--- src/sv/ipdr_pkg.sv ---
`timescale 1ns / 1ps
// Shared types, request codes, register indexes and CRC terms for the IR receiver.
package ipdr_pkg;

    localparam int FRAME_W   = 40;
    localparam int ENTRY_W   = FRAME_W + 1;
    localparam int DELTA_W   = 16;
    localparam int CFG_ADDR_W = 3;
    localparam int CFG_DATA_W = 5;

    // Request codes
    localparam logic [1:0] REQ_EDGE  = 2'd0;
    localparam logic [1:0] REQ_POP   = 2'd1;
    localparam logic [1:0] REQ_CLEAR = 2'd2;

    // Register indexes
    localparam logic [CFG_ADDR_W-1:0] CFG_RECEIVER_ENABLED = 3'd0;
    localparam logic [CFG_ADDR_W-1:0] CFG_SLOT_MIN_NEW     = 3'd1;
    localparam logic [CFG_ADDR_W-1:0] CFG_SLOT_MAX_NEW     = 3'd2;
    localparam logic [CFG_ADDR_W-1:0] CFG_SLOT_MIN_OLD     = 3'd3;
    localparam logic [CFG_ADDR_W-1:0] CFG_SLOT_MAX_OLD     = 3'd4;

    // Data bits per frame
    localparam logic [5:0] BITS_NEW = 6'd40;
    localparam logic [5:0] BITS_OLD = 6'd32;

    // CRC-8 (reflected 0x8C, init 0) contribution of a single message bit
    // followed by m further zero bits: CRC_TERM[m].
    localparam logic [7:0] CRC_TERM [32] = '{
        8'h8C, 8'h46, 8'h23, 8'h9D, 8'hC2, 8'h61, 8'hBC, 8'h5E,
        8'h2F, 8'h9B, 8'hC1, 8'hEC, 8'h76, 8'h3B, 8'h91, 8'hC4,
        8'h62, 8'h31, 8'h94, 8'h4A, 8'h25, 8'h9E, 8'h4F, 8'hAB,
        8'hD9, 8'hE0, 8'h70, 8'h38, 8'h1C, 8'h0E, 8'h07, 8'h8F
    };

    typedef struct packed {
        logic [1:0]         req_type;
        logic [DELTA_W-1:0] delta_ticks;
        logic               level_high;
    } in_t;

    typedef struct packed {
        logic       pop_valid;
        logic       is_legacy;
        logic [7:0] byte_zero;
        logic [7:0] byte_one;
        logic [7:0] byte_two;
        logic [7:0] byte_three;
        logic [7:0] byte_four;
        logic       crc_ok;
        logic       frame_completed;
        logic       frame_dropped;
    } out_t;

    typedef struct packed {
        logic       receiver_enabled;
        logic [4:0] slot_min_new;
        logic [4:0] slot_max_new;
        logic [3:0] slot_min_old;
        logic [3:0] slot_max_old;
    } cfg_t;

    typedef struct packed {
        logic               valid;
        logic               legacy;
        logic [FRAME_W-1:0] bits;
    } enq_t;

    typedef struct packed {
        logic pop_hit;
        logic completed;
        logic dropped;
    } mid_t;

endpackage

--- src/sv/ir_pulse_distance_receiver.sv ---
`timescale 1ns / 1ps
// Top level of the pulse-distance IR frame receiver.
//
// Each transfer on the s_ channel is a line edge, a pop or a clear, and every
// transfer gives exactly one result transfer on the m_ channel. Edges are
// decoded against two frame formats (40-bit new, 32-bit legacy), each with its
// own slot window from the configuration registers; complete frames enter a
// ring queue of QUEUE_DEPTH entries that holds up to QUEUE_DEPTH-1 frames and
// overwrites the oldest when full. A pop returns the oldest frame with its
// format flag and a Dallas CRC-8 check. The block takes one request per clock
// while the result side is not stalled: the decoder, queue indices and the queue
// memory read all settle in the accepting cycle, and the CRC and result
// formatting run from the registered memory read into the output register.
// Write configuration only while no request is in flight; a write to
// receiver_enabled also drops any partial frame.
module ir_pulse_distance_receiver #(
    parameter int QUEUE_DEPTH = 8
) (
    input  logic                                aclk,
    input  logic                                aresetn,

    input  logic                                s_valid,
    output logic                                s_ready,
    input  ipdr_pkg::in_t                       s_data,

    output logic                                m_valid,
    input  logic                                m_ready,
    output ipdr_pkg::out_t                      m_data,

    input  logic                                cfg_we,
    input  logic [ipdr_pkg::CFG_ADDR_W-1:0]     cfg_addr,
    input  logic [ipdr_pkg::CFG_DATA_W-1:0]     cfg_wdata
);

    ipdr_pkg::cfg_t cfg_reg;

    logic s_fire, edge_fire, pop_fire, clear_fire, cfg_clr;
    logic mid_advance;

    logic            mid_valid_reg;
    ipdr_pkg::mid_t  mid_reg;
    logic            m_valid_reg;
    ipdr_pkg::out_t  m_data_reg;

    ipdr_pkg::enq_t                  enq;
    logic                            pop_hit, dropped;
    logic [ipdr_pkg::ENTRY_W-1:0]    rd_entry;
    ipdr_pkg::out_t                  check_result;

    // Configuration registers
    always_ff @(posedge aclk) begin
        if (!aresetn) begin
            cfg_reg.receiver_enabled <= 1'b1;
            cfg_reg.slot_min_new     <= 5'd3;
            cfg_reg.slot_max_new     <= 5'd7;
            cfg_reg.slot_min_old     <= 4'd6;
            cfg_reg.slot_max_old     <= 4'd14;
        end else if (cfg_we) begin
            unique case (cfg_addr)
                ipdr_pkg::CFG_RECEIVER_ENABLED: cfg_reg.receiver_enabled <= cfg_wdata[0];
                ipdr_pkg::CFG_SLOT_MIN_NEW:     cfg_reg.slot_min_new     <= cfg_wdata;
                ipdr_pkg::CFG_SLOT_MAX_NEW:     cfg_reg.slot_max_new     <= cfg_wdata;
                ipdr_pkg::CFG_SLOT_MIN_OLD:     cfg_reg.slot_min_old     <= cfg_wdata[3:0];
                ipdr_pkg::CFG_SLOT_MAX_OLD:     cfg_reg.slot_max_old     <= cfg_wdata[3:0];
                default: ;
            endcase
        end
    end

    assign cfg_clr = cfg_we && (cfg_addr == ipdr_pkg::CFG_RECEIVER_ENABLED);

    // Handshake: advance the middle stage whenever the output slot frees up,
    // and take a new transfer whenever the middle stage moves or is empty.
    assign mid_advance = !m_valid_reg || m_ready;
    assign s_ready     = !mid_valid_reg || mid_advance;
    assign s_fire      = s_valid && s_ready;

    assign edge_fire  = s_fire && (s_data.req_type == ipdr_pkg::REQ_EDGE);
    assign pop_fire   = s_fire && (s_data.req_type == ipdr_pkg::REQ_POP);
    assign clear_fire = s_fire && (s_data.req_type == ipdr_pkg::REQ_CLEAR);

    ipdr_decoder u_decoder (
        .aclk        (aclk),
        .aresetn     (aresetn),
        .cfg         (cfg_reg),
        .cfg_clr     (cfg_clr),
        .edge_fire   (edge_fire),
        .clear_fire  (clear_fire),
        .delta_ticks (s_data.delta_ticks),
        .level_high  (s_data.level_high),
        .enq         (enq)
    );

    ipdr_queue #(
        .QUEUE_DEPTH (QUEUE_DEPTH)
    ) u_queue (
        .aclk         (aclk),
        .aresetn      (aresetn),
        .enq          (enq),
        .pop_fire     (pop_fire),
        .clear_fire   (clear_fire),
        .pop_hit      (pop_hit),
        .dropped      (dropped),
        .rd_entry_reg (rd_entry)
    );

    ipdr_frame_check u_check (
        .mid    (mid_reg),
        .entry  (rd_entry),
        .result (check_result)
    );

    // Pipeline valid bits
    always_ff @(posedge aclk) begin
        if (!aresetn) begin
            mid_valid_reg <= 1'b0;
            m_valid_reg   <= 1'b0;
        end else begin
            if (s_ready) mid_valid_reg <= s_valid;
            if (mid_advance) m_valid_reg <= mid_valid_reg;
        end
    end

    // Pipeline payload: hold while stalled
    always_ff @(posedge aclk) begin
        if (s_fire) begin
            mid_reg.pop_hit   <= pop_hit;
            mid_reg.completed <= enq.valid;
            mid_reg.dropped   <= dropped;
        end
        if (mid_advance && mid_valid_reg) begin
            m_data_reg <= check_result;
        end
    end

    assign m_valid = m_valid_reg;
    assign m_data  = m_data_reg;

`ifndef ASSERT_OFF
    a_pop_not_edge: assert property (@(posedge aclk) disable iff (!aresetn)
        m_valid |-> !(m_data.pop_valid && m_data.frame_completed))
        else $error("pop result carries an edge flag");

    a_drop_needs_complete: assert property (@(posedge aclk) disable iff (!aresetn)
        (m_valid && m_data.frame_dropped) |-> m_data.frame_completed)
        else $error("frame dropped without a completed frame");

    a_crc_needs_pop: assert property (@(posedge aclk) disable iff (!aresetn)
        (m_valid && (m_data.crc_ok || m_data.is_legacy)) |-> m_data.pop_valid)
        else $error("pop fields set without a popped frame");

    a_legacy_top_byte: assert property (@(posedge aclk) disable iff (!aresetn)
        (m_valid && m_data.is_legacy) |-> (m_data.byte_four == 8'h00))
        else $error("legacy frame with nonzero top byte");

    a_mid_moves: assert property (@(posedge aclk) disable iff (!aresetn)
        (mid_valid_reg && !m_valid) |=> m_valid)
        else $error("middle stage did not advance into empty output");
`endif

endmodule

--- src/sv/ipdr_decoder.sv ---
`timescale 1ns / 1ps
// Pulse-distance edge decoder: phase tracking, bit count and frame shift word.
module ipdr_decoder (
    input  logic                               aclk,
    input  logic                               aresetn,
    input  ipdr_pkg::cfg_t                     cfg,
    input  logic                               cfg_clr,
    input  logic                               edge_fire,
    input  logic                               clear_fire,
    input  logic [ipdr_pkg::DELTA_W-1:0]       delta_ticks,
    input  logic                               level_high,
    output ipdr_pkg::enq_t                     enq
);

    typedef enum logic [6:0] {
        PH_INVALID   = 7'b0000001,
        PH_HDR_NEW   = 7'b0000010,
        PH_MARK_NEW  = 7'b0000100,
        PH_SPACE_NEW = 7'b0001000,
        PH_HDR_OLD   = 7'b0010000,
        PH_MARK_OLD  = 7'b0100000,
        PH_SPACE_OLD = 7'b1000000
    } phase_t;

    phase_t                        phase_reg, phase_next;
    logic [5:0]                    bits_reg, bits_next;
    logic [ipdr_pkg::FRAME_W-1:0]  shift_reg, shift_next;

    logic [8:0] d9;
    logic [8:0] mn1, mx1, mn3, mx3, mn4, mx4, mn8, mx8;
    logic [8:0] mo1, xo1, mo3, xo3, mo8, xo8, mo16, xo16;
    logic       data_mark_new, data_mark_old;

    function automatic logic in_win(input logic [8:0] d, input logic [8:0] lo,
                                    input logic [8:0] hi);
        return (d >= lo) && (d <= hi);
    endfunction

    always_comb begin
        d9   = {1'b0, delta_ticks[7:0]};
        mn1  = 9'(cfg.slot_min_new);
        mx1  = 9'(cfg.slot_max_new);
        mn3  = 9'({cfg.slot_min_new, 1'b0}) + mn1;
        mx3  = 9'({cfg.slot_max_new, 1'b0}) + mx1;
        mn4  = 9'({cfg.slot_min_new, 2'b00});
        mx4  = 9'({cfg.slot_max_new, 2'b00});
        mn8  = 9'({cfg.slot_min_new, 3'b000});
        mx8  = 9'({cfg.slot_max_new, 3'b000});
        mo1  = 9'(cfg.slot_min_old);
        xo1  = 9'(cfg.slot_max_old);
        mo3  = 9'({cfg.slot_min_old, 1'b0}) + mo1;
        xo3  = 9'({cfg.slot_max_old, 1'b0}) + xo1;
        mo8  = 9'({cfg.slot_min_old, 3'b000});
        xo8  = 9'({cfg.slot_max_old, 3'b000});
        mo16 = 9'({cfg.slot_min_old, 4'b0000});
        xo16 = 9'({cfg.slot_max_old, 4'b0000});

        data_mark_new = (phase_reg == PH_MARK_NEW) && in_win(d9, mn1, mx1);
        data_mark_old = (phase_reg == PH_MARK_OLD) && in_win(d9, mo1, xo1);

        phase_next = phase_reg;
        bits_next  = bits_reg;
        shift_next = shift_reg;
        enq        = '0;
        enq.legacy = (phase_reg == PH_MARK_OLD);
        enq.bits   = shift_reg;

        if (cfg_clr || clear_fire) begin
            phase_next = PH_INVALID;
        end else if (edge_fire && cfg.receiver_enabled) begin
            if (delta_ticks[ipdr_pkg::DELTA_W-1:8] != '0) begin
                phase_next = PH_INVALID;
            end else if (level_high) begin
                // Header marks win over data marks in any phase
                if (in_win(d9, mn8, mx8)) begin
                    phase_next = PH_HDR_NEW;
                end else if (in_win(d9, mo16, xo16)) begin
                    phase_next = PH_HDR_OLD;
                end else if (data_mark_new || data_mark_old) begin
                    if (bits_reg == '0) begin
                        phase_next = PH_INVALID;
                        enq.valid  = 1'b1;
                    end else begin
                        phase_next = data_mark_old ? PH_SPACE_OLD : PH_SPACE_NEW;
                        bits_next  = bits_reg - 6'd1;
                    end
                end else begin
                    phase_next = PH_INVALID;
                end
            end else begin
                if ((phase_reg == PH_HDR_NEW) && in_win(d9, mn4, mx4)) begin
                    phase_next = PH_MARK_NEW;
                    shift_next = '0;
                    bits_next  = ipdr_pkg::BITS_NEW;
                end else if ((phase_reg == PH_HDR_OLD) && in_win(d9, mo8, xo8)) begin
                    phase_next = PH_MARK_OLD;
                    shift_next = '0;
                    bits_next  = ipdr_pkg::BITS_OLD;
                end else if ((phase_reg == PH_SPACE_NEW) && in_win(d9, mn3, mx3)) begin
                    phase_next = PH_MARK_NEW;
                    if (bits_reg < ipdr_pkg::BITS_NEW) shift_next[bits_reg] = 1'b1;
                end else if ((phase_reg == PH_SPACE_NEW) && in_win(d9, mn1, mx1)) begin
                    phase_next = PH_MARK_NEW;
                end else if ((phase_reg == PH_SPACE_OLD) && in_win(d9, mo3, xo3)) begin
                    phase_next = PH_MARK_OLD;
                    if (bits_reg < ipdr_pkg::BITS_NEW) shift_next[bits_reg] = 1'b1;
                end else if ((phase_reg == PH_SPACE_OLD) && in_win(d9, mo1, xo1)) begin
                    phase_next = PH_MARK_OLD;
                end else begin
                    phase_next = PH_INVALID;
                end
            end
        end
    end

    always_ff @(posedge aclk) begin
        if (!aresetn) begin
            phase_reg <= PH_INVALID;
            bits_reg  <= '0;
            shift_reg <= '0;
        end else begin
            phase_reg <= phase_next;
            bits_reg  <= bits_next;
            shift_reg <= shift_next;
        end
    end

endmodule

--- src/sv/ipdr_queue.sv ---
`timescale 1ns / 1ps
// Frame ring queue: overwrite-oldest storage with registered pop read.
module ipdr_queue #(
    parameter int QUEUE_DEPTH = 8
) (
    input  logic                            aclk,
    input  logic                            aresetn,
    input  ipdr_pkg::enq_t                  enq,
    input  logic                            pop_fire,
    input  logic                            clear_fire,
    output logic                            pop_hit,
    output logic                            dropped,
    output logic [ipdr_pkg::ENTRY_W-1:0]    rd_entry_reg
);

    localparam int IDX_W = $clog2(QUEUE_DEPTH);
    localparam logic [IDX_W-1:0] LAST_IDX = IDX_W'(QUEUE_DEPTH - 1);

    logic [ipdr_pkg::ENTRY_W-1:0] mem [QUEUE_DEPTH];

    logic [IDX_W-1:0] wr_idx_reg, wr_idx_next;
    logic [IDX_W-1:0] rd_idx_reg, rd_idx_next;
    logic [IDX_W-1:0] wr_inc, rd_inc;

    always_comb begin
        wr_inc = (wr_idx_reg == LAST_IDX) ? '0 : wr_idx_reg + IDX_W'(1);
        rd_inc = (rd_idx_reg == LAST_IDX) ? '0 : rd_idx_reg + IDX_W'(1);

        wr_idx_next = wr_idx_reg;
        rd_idx_next = rd_idx_reg;
        pop_hit     = 1'b0;
        dropped     = 1'b0;

        if (enq.valid) begin
            wr_idx_next = wr_inc;
            // Full: push the read side past the oldest frame
            if (wr_inc == rd_idx_reg) begin
                rd_idx_next = rd_inc;
                dropped     = 1'b1;
            end
        end else if (pop_fire && (wr_idx_reg != rd_idx_reg)) begin
            pop_hit     = 1'b1;
            rd_idx_next = rd_inc;
        end else if (clear_fire) begin
            rd_idx_next = wr_idx_reg;
        end
    end

    always_ff @(posedge aclk) begin
        if (!aresetn) begin
            wr_idx_reg <= '0;
            rd_idx_reg <= '0;
        end else begin
            wr_idx_reg <= wr_idx_next;
            rd_idx_reg <= rd_idx_next;
        end
    end

    always_ff @(posedge aclk) begin
        if (enq.valid) begin
            mem[wr_idx_reg] <= {enq.legacy, enq.bits};
        end
        if (pop_hit) begin
            rd_entry_reg <= mem[rd_idx_reg];
        end
    end

endmodule

--- src/sv/ipdr_frame_check.sv ---
`timescale 1ns / 1ps
// Popped frame check: CRC-8 over the leading bytes and result formatting.
module ipdr_frame_check (
    input  ipdr_pkg::mid_t                  mid,
    input  logic [ipdr_pkg::ENTRY_W-1:0]    entry,
    output ipdr_pkg::out_t                  result
);

    logic [7:0] crc_new, crc_old;
    logic       legacy;

    always_comb begin
        // CRC is linear: XOR the term of every set message bit
        crc_new = '0;
        crc_old = '0;
        for (int p = 0; p < 32; p++) begin
            if (entry[p]) crc_new = crc_new ^ ipdr_pkg::CRC_TERM[31 - p];
        end
        for (int p = 0; p < 24; p++) begin
            if (entry[p]) crc_old = crc_old ^ ipdr_pkg::CRC_TERM[23 - p];
        end

        legacy = entry[ipdr_pkg::FRAME_W];

        result                 = '0;
        result.frame_completed = mid.completed;
        result.frame_dropped   = mid.dropped;
        if (mid.pop_hit) begin
            result.pop_valid  = 1'b1;
            result.is_legacy  = legacy;
            result.byte_zero  = entry[7:0];
            result.byte_one   = entry[15:8];
            result.byte_two   = entry[23:16];
            result.byte_three = entry[31:24];
            result.byte_four  = legacy ? 8'h00 : entry[39:32];
            result.crc_ok     = legacy ? (crc_old == entry[31:24])
                                       : (crc_new == entry[39:32]);
        end
    end

endmodule

--- config.mk ---
export PLATFORM = sky130hd
export DESIGN_NAME = ir_pulse_distance_receiver
export DESIGN_NICKNAME = d
export VERILOG_FILES = /design/src/sv/ipdr_pkg.sv /design/src/sv/ir_pulse_distance_receiver.sv /design/src/sv/ipdr_decoder.sv /design/src/sv/ipdr_queue.sv /design/src/sv/ipdr_frame_check.sv
export SDC_FILE = /design/constraint.sdc
export NUM_CORES = 1
export LEC_CHECK = 0
export BUFFER_PORTS_ARGS = -buffer_cell sky130_fd_sc_hd__buf_2
export CAP_MARGIN = 40
export CORE_UTILIZATION = 62
export DETAILED_ROUTE_END_ITERATION = 8
export PLACE_DENSITY_LB_ADDON = 0.15
export SYNTH_ARGS = -nofsm -noshare
export SYNTH_HDL_FRONTEND = slang
export SYNTH_HIERARCHICAL = 1
export SYNTH_SLANG_ARGS = --single-unit
--- constraint.sdc ---
create_clock -name aclk -period 8.2 [get_ports aclk]
set_input_delay 1.23 -clock aclk [delete_from_list [all_inputs] [get_ports aclk]]
set_output_delay 1.23 -clock aclk [all_outputs]
set_load 0.01 [all_outputs]
==> results of run 1 <==
power by group:
group | internal [mW] | leakage [nW] | switching [mW]
Clock | 1.27 | 0.777 | 0.916
Combinational | 0.162 | 3.67 | 0.174
Sequential | 2.73 | 5.03 | 0.0188
synthesized netlist by cell type (7+ instances only):
cell	instances	area share, %
nand2_1	60	0.99
buf_4	7	0.23
inv_1	42	0.70
or3_1	7	0.19
and2_1	45	1.2
nor2_1	65	1.1
nand2b_1	8	0.22
xor2_1	19	0.73
o21a_1	16	0.53
a21o_1	10	0.33
o21ai_0	27	0.60
nor3_1	20	0.44
mux4_2	82	8.1
edfxtp_1	417	55
mux2i_1	24	1.1
mux2_2	41	2.0
a211oi_1	7	0.23
clkbuf_1	29	0.48
nor4_1	7	0.19
ha_1	101	5.6
xnor2_1	67	2.6
nand3_1	18	0.40
nor2b_1	35	0.97
dfxtp_1	80	7.1
buf_2	17	0.38
xnor3_1	21	2.1
nand4_1	7	0.19
a21oi_1	47	1.0
placed cells by master, fill, tap and decap left out, types with 47 or more instances in the layout:
cell and count:
a21oi_1 47, buf_2 80, clkbuf_16 48, dfxtp_1 77
edfxtp_1 417, ha_1 101, mux4_2 82, nand2_1 60
nor2_1 59, xnor2_1 67
path summary, 6_finish.rpt:
path                             endpoint  slack (ps)
hold / removal                  m_data[0]         420
setup reg to reg  u_decoder/shift_reg[26]        3720
setup / recovery       u_queue/mem[3][35]        3690
hold reg to reg                 m_data[0]         420
kinds of logic (layout without fill, tap and decap cells):
family | after synthesis | in the layout
AO/OA/AOI/OAI | 156 | 156
buffers and inverters | 99 | 234
adder cells (fa/ha/maj) | 105 | 105
XOR/XNOR | 117 | 117
multiplexers | 147 | 147
flip-flops | 497 | 497
AND/OR/NAND/NOR | 316 | 316
worst max-delay path: stages:
cell       delay, ps
buf_2            120
inv_1            110
ha_1             290
nand2b_1         120
a2111oi_1         90
or4b_4           540
nor3b_4          300
o2111ai_1        190
nor4_2           190
buf_4            250
nand2b_1         250
nor2_4           500
buf_4            520
layer usage:
| layer | share of wire (%) | vias up | track usage, % |
|---|---|---|---|
| met1 | 42 | 6188 | 35.0 |
| met4 | 2.5 | 0 | 7.91 |
| met3 | 5.6 | 85 | 3.78 |
| met2 | 50 | 393 | 43.7 |
| li1 | - | 5697 | - |
| met5 | 0 | - | 0 |
cell type report:
type	instances	share of cell area (%)
clock buffers	60	5.01
clock inverters	29	1.24
inverters	42	0.624
multi-input cells	841	32.4
flip-flops and latches	497	56.0
well taps	461	2.28
repair buffers	103	2.50
==> results.cfg, run 1 <==
[outcome]
status = finished with violations
violations = design-rule violations

[detailed_routing]
ant_nets = 0
firstDrtPassIters = 9
drtIter0Drc = 865
routed_wl_um = 46900
vias_per_cell = 6.08
vias = 12400
drc = 8
routedWlPerCell_um = 23.1

[sta]
setup_ws_ps = 3690
finalMaxSlewViolations = 0
finalSetupViolCount = 0
min_period_ps = 4510
hold_viol = 0
worst_clock_skew_ps = 27.7
worst_pin_slew_ps = 830
fmax_ghz = 0.222
finalCritPeriodShare_pct = 55.1
rsz0062_at_grt = no
hold_slack_ps = 416
relSlewSlack_pct = 44.6
setup_tns_ps = 0

[synthesis]
ys_seq_area_share_pct = 62.3
synth_mux_area_share_pct = 11.2
synth_top_family_by_area = multiplexers
syn-cell-area_um2 = 22700
ys_async_sr_fraction_pct = 0
yosysWarnings = 6
syn_nets = 1574
netlist_instances = 1437
synth_compound_area_share_pct = 4.53
synth_edf_count = 417
synthAdderAreaFrac_pct = 5.93
ys.flop_type = edfxtp_1
synth.distinct_cells = 84
ys_seq_elements = 497
synth_xor_area_share_pct = 6.23
avgSynthCellArea_um2 = 15.8
yosys.area_share.simple_pct = 7.86

[run]
drv_cap = 0

[placement]
gp_congestion = 0.908
postPlaceCellArea_um2 = 23700
place_ws_ps = 3110
numPortBuffers = 78
dpl.cell_count = 1944
dp.final_hpwl_um = 31000

[floorplanning]
ios = 79
die_height_um = 193
start_util_pct = 63.4
rows = 69
fp.coreArea_um2 = 35700
die_w_um = 193
dieArea_um2 = 37300

[clock_network]
cts_tree = yes
postCtsHoldBufs = 0
clock_sinks = 497
clockRootBuffer = clkbuf_16
cts_buffer_depth = 3
ctsResizeCount = 0
clock_latency_ps = 570
numCtsBuffers = 48
cts_setup_buffers = 0
path_clk_slew_ps = 60
cts_max_level = 2

[hold_path]
hold_start = mid_reg[0]
min_path_type = flip-flop to flip-flop
hold_depth = 0

[final_layout]
seq_area_um2 = 14100
final_cells = 2033
fin_nets = 1670
n_antenna_cell = 0
area_growth_pct = 11.4
fillers = 2289
final_area_um2 = 25300
largest_reg_flops = 328
final_layout_size_suffix_gt1_share_pct = 21.7
multi_input_area_um2 = 8180
fin_util_pct = 70.7

[critical_path]
r2r-start = cfg_reg[8]
startpoint = s_data[1]
arrival_ps = 4720
cp-start-kind = input port
cp.required_ps = 8410
worstRegToRegCells = 15
endpoint_kind = flip-flop
critPathMaxFanout = 27
critical_path_class = input port to flip-flop

[global_routing]
grt_pass1_wl_um = 73000
grt_max_degree = 55
grt_overflow = 0
grt_pass1_vias = 12600
antenna_found_initial = 0
grt_usage_pct = 25.8

[power]
power_leakage_nw = 9.48
power.total_mw = 5.27
peakVddDrop_mv = 0.171
pwr_density_cell_nw_per_um2 = 209
No activity file was read; power rests on OpenSTA's default activity.
==> run 2: changes to the inputs <==
==> constraint.sdc (replaced) <==
create_clock -name aclk -period 4.2 [get_ports aclk]
set_input_delay 0.63 -clock aclk [delete_from_list [all_inputs] [get_ports aclk]]
set_output_delay 0.63 -clock aclk [all_outputs]
set_load 0.01 [all_outputs]
==> run 2 against run 1 <==
  * The flow still finishes with violations (design-rule violations)
  * Sequential cell count did not move
  * First-iteration DRC count rose by 24%
  * Clock skew fell by 10 ps
  * Largest cell class unchanged
  * Cell count rose by 0.54%
  * Critical endpoint is now u_decoder/shift_reg[2]
  * Die area did not move
  * Critical path depth rose by 2
  * Critical path type is now flip-flop to flip-flop
==> results.cfg, run 2 (same netlist as run 1, synthesis figures left out) <==
[power]
clkPwrFrac_pct = 41.8
power_leakage_nw = 9.93
peakVddDrop_mv = 0.295
intPower_mw = 7.96
power_frac_comb_pct = 4.9
sw_frac_of_total_pct = 20.6
netSwitchingPower_mw = 2.06
pwr_density_cell_nw_per_um2 = 395
power.total_mw = 10.0
p_seq_share_pct = 53.4

[floorplanning]
die_w_um = 193
start_util_pct = 63.4
dieArea_um2 = 37300
fp.coreArea_um2 = 35700
ios = 79
die_height_um = 193
rows = 69

[sta]
relSlewSlack_pct = 47.4
setup_ws_ps = 249
finalSetupViolCount = 0
min_period_ps = 3950
finalMaxSlewViolations = 0
rsz0062_at_grt = no
worst_clock_skew_ps = 17.8
worst_pin_slew_ps = 788
fmax_ghz = 0.253
finalCritPeriodShare_pct = 94.1
hold_slack_ps = 324
hold_viol = 0

[global_routing]
grt_overflow = 0
grt_pass1_wl_um = 75000
antenna_found_initial = 0
grt_pass1_vias = 12800
grt_usage_pct = 26.6
grt_max_degree = 55

[detailed_routing]
routed_wl_um = 48400
drtIter0Drc = 1072
drc = 4
firstDrtPassIters = 9
vias = 12600
ant_nets = 0
vias_per_cell = 6.17
routedWlPerCell_um = 23.7

[clock_network]
postCtsHoldBufs = 0
cts_max_level = 2
path_clk_slew_ps = 60
cts_tree = yes
cts_buffer_depth = 3
clock_sinks = 497
clockRootBuffer = clkbuf_16
numCtsBuffers = 49
clock_latency_ps = 560

[final_layout]
final_common_cell = edfxtp_1
final_area_um2 = 25400
largest_reg_flops = 328
area_growth_pct = 12.0
fin_nets = 1683
final_layout_size_suffix_gt1_share_pct = 22.2
n_antenna_cell = 0
final_cell_mix = edfxtp_1, ha_1, mux4_2

[critical_path]
critPathMaxFanout = 8
endpoint_kind = flip-flop
cp.required_ps = 4700
arrival_ps = 4450
critical_path_class = flip-flop to flip-flop
cp-start-kind = flip-flop

[outcome]
status = finished with violations
violations = design-rule violations

[run]
drv_cap = 0

[placement]
place_ws_ps = 215
gp_congestion = 0.908
postPlaceCellArea_um2 = 23800
numPortBuffers = 78
dp.final_hpwl_um = 31600

[hold_path]
min_path_type = input port to flip-flop
run 2: final cells by class:
type	instances	area [um^2]
clock buffer	71	1400
clock inverter	17	140
fill	2259	10400
inverter	42	158
multi-input combinational	841	8210
sequential	497	14100
tap	461	577
timing repair buffer	115	771
run 2: path summary, 6_finish.rpt:
kind,slack [ps],from,cells after the start,end
setup / recovery,250,cfg_reg[8],15,u_decoder/shift_reg[2]
hold / removal,320,s_valid,2,mid_valid_reg
setup reg to reg,250,cfg_reg[8],15,u_decoder/shift_reg[2]
hold reg to reg,450,mid_reg[1],0,m_data[1]
run 2: repair_timing:
| item | CTS | global route |
|---|---|---|
| setup endpoints to repair | 0 | 15 |
| endpoints found under the hold margin | 0 | 0 |
| setup buffers | 0 | 1 |
| resized for setup | 0 | 2 |
run 2: power groups by stage:
stage | logic (mW) | clock network, mW | registers, mW
after global routing | 0.532 | 4.45 | 5.35
after floorplan | 0.354 | 0 | 5.44
final | 0.487 | 4.19 | 5.35
after detailed placement | 0.483 | 0 | 5.46
after global placement | 0.467 | 0 | 5.46
after CTS | 0.485 | 4.27 | 5.35
run 2: routing by layer:
layer	global-route usage [%]	vias to the layer above	wire length (um)
met5	0	-	0
met3	3.33	85	2710
met2	45.7	458	24600
li1	-	5736	-
met4	7.88	0	1240
met1	36.1	6324	19900
run 2: worst max-delay path, stage by stage (launching register included):
cell	delay, ps
dfxtp_1	380
ha_1	250
fa_1	420
a21oi_1	150
nor2_1	50
nor2_1	120
xnor2_1	150
ha_1	270
a21o_1	180
a211oi_1	290
a21oi_1	110
a21oi_1	280
a21oi_1	250
or4_1	640
nor2_1	210
o21a_1	130
run 2: through the flow:
stage / utilization, % / setup TNS, ps / std cells
6_report: 71.0 / 0 / 2044
5_1_grt: 71.0 / 0 / 2044
3_3_place_gp: 66.5 / 0 / 1953
4_1_cts: 71.0 / 0 / 2043
3_5_place_dp: 66.7 / 0 / 1955
2_1_floorplan: - / -11550 / 1437
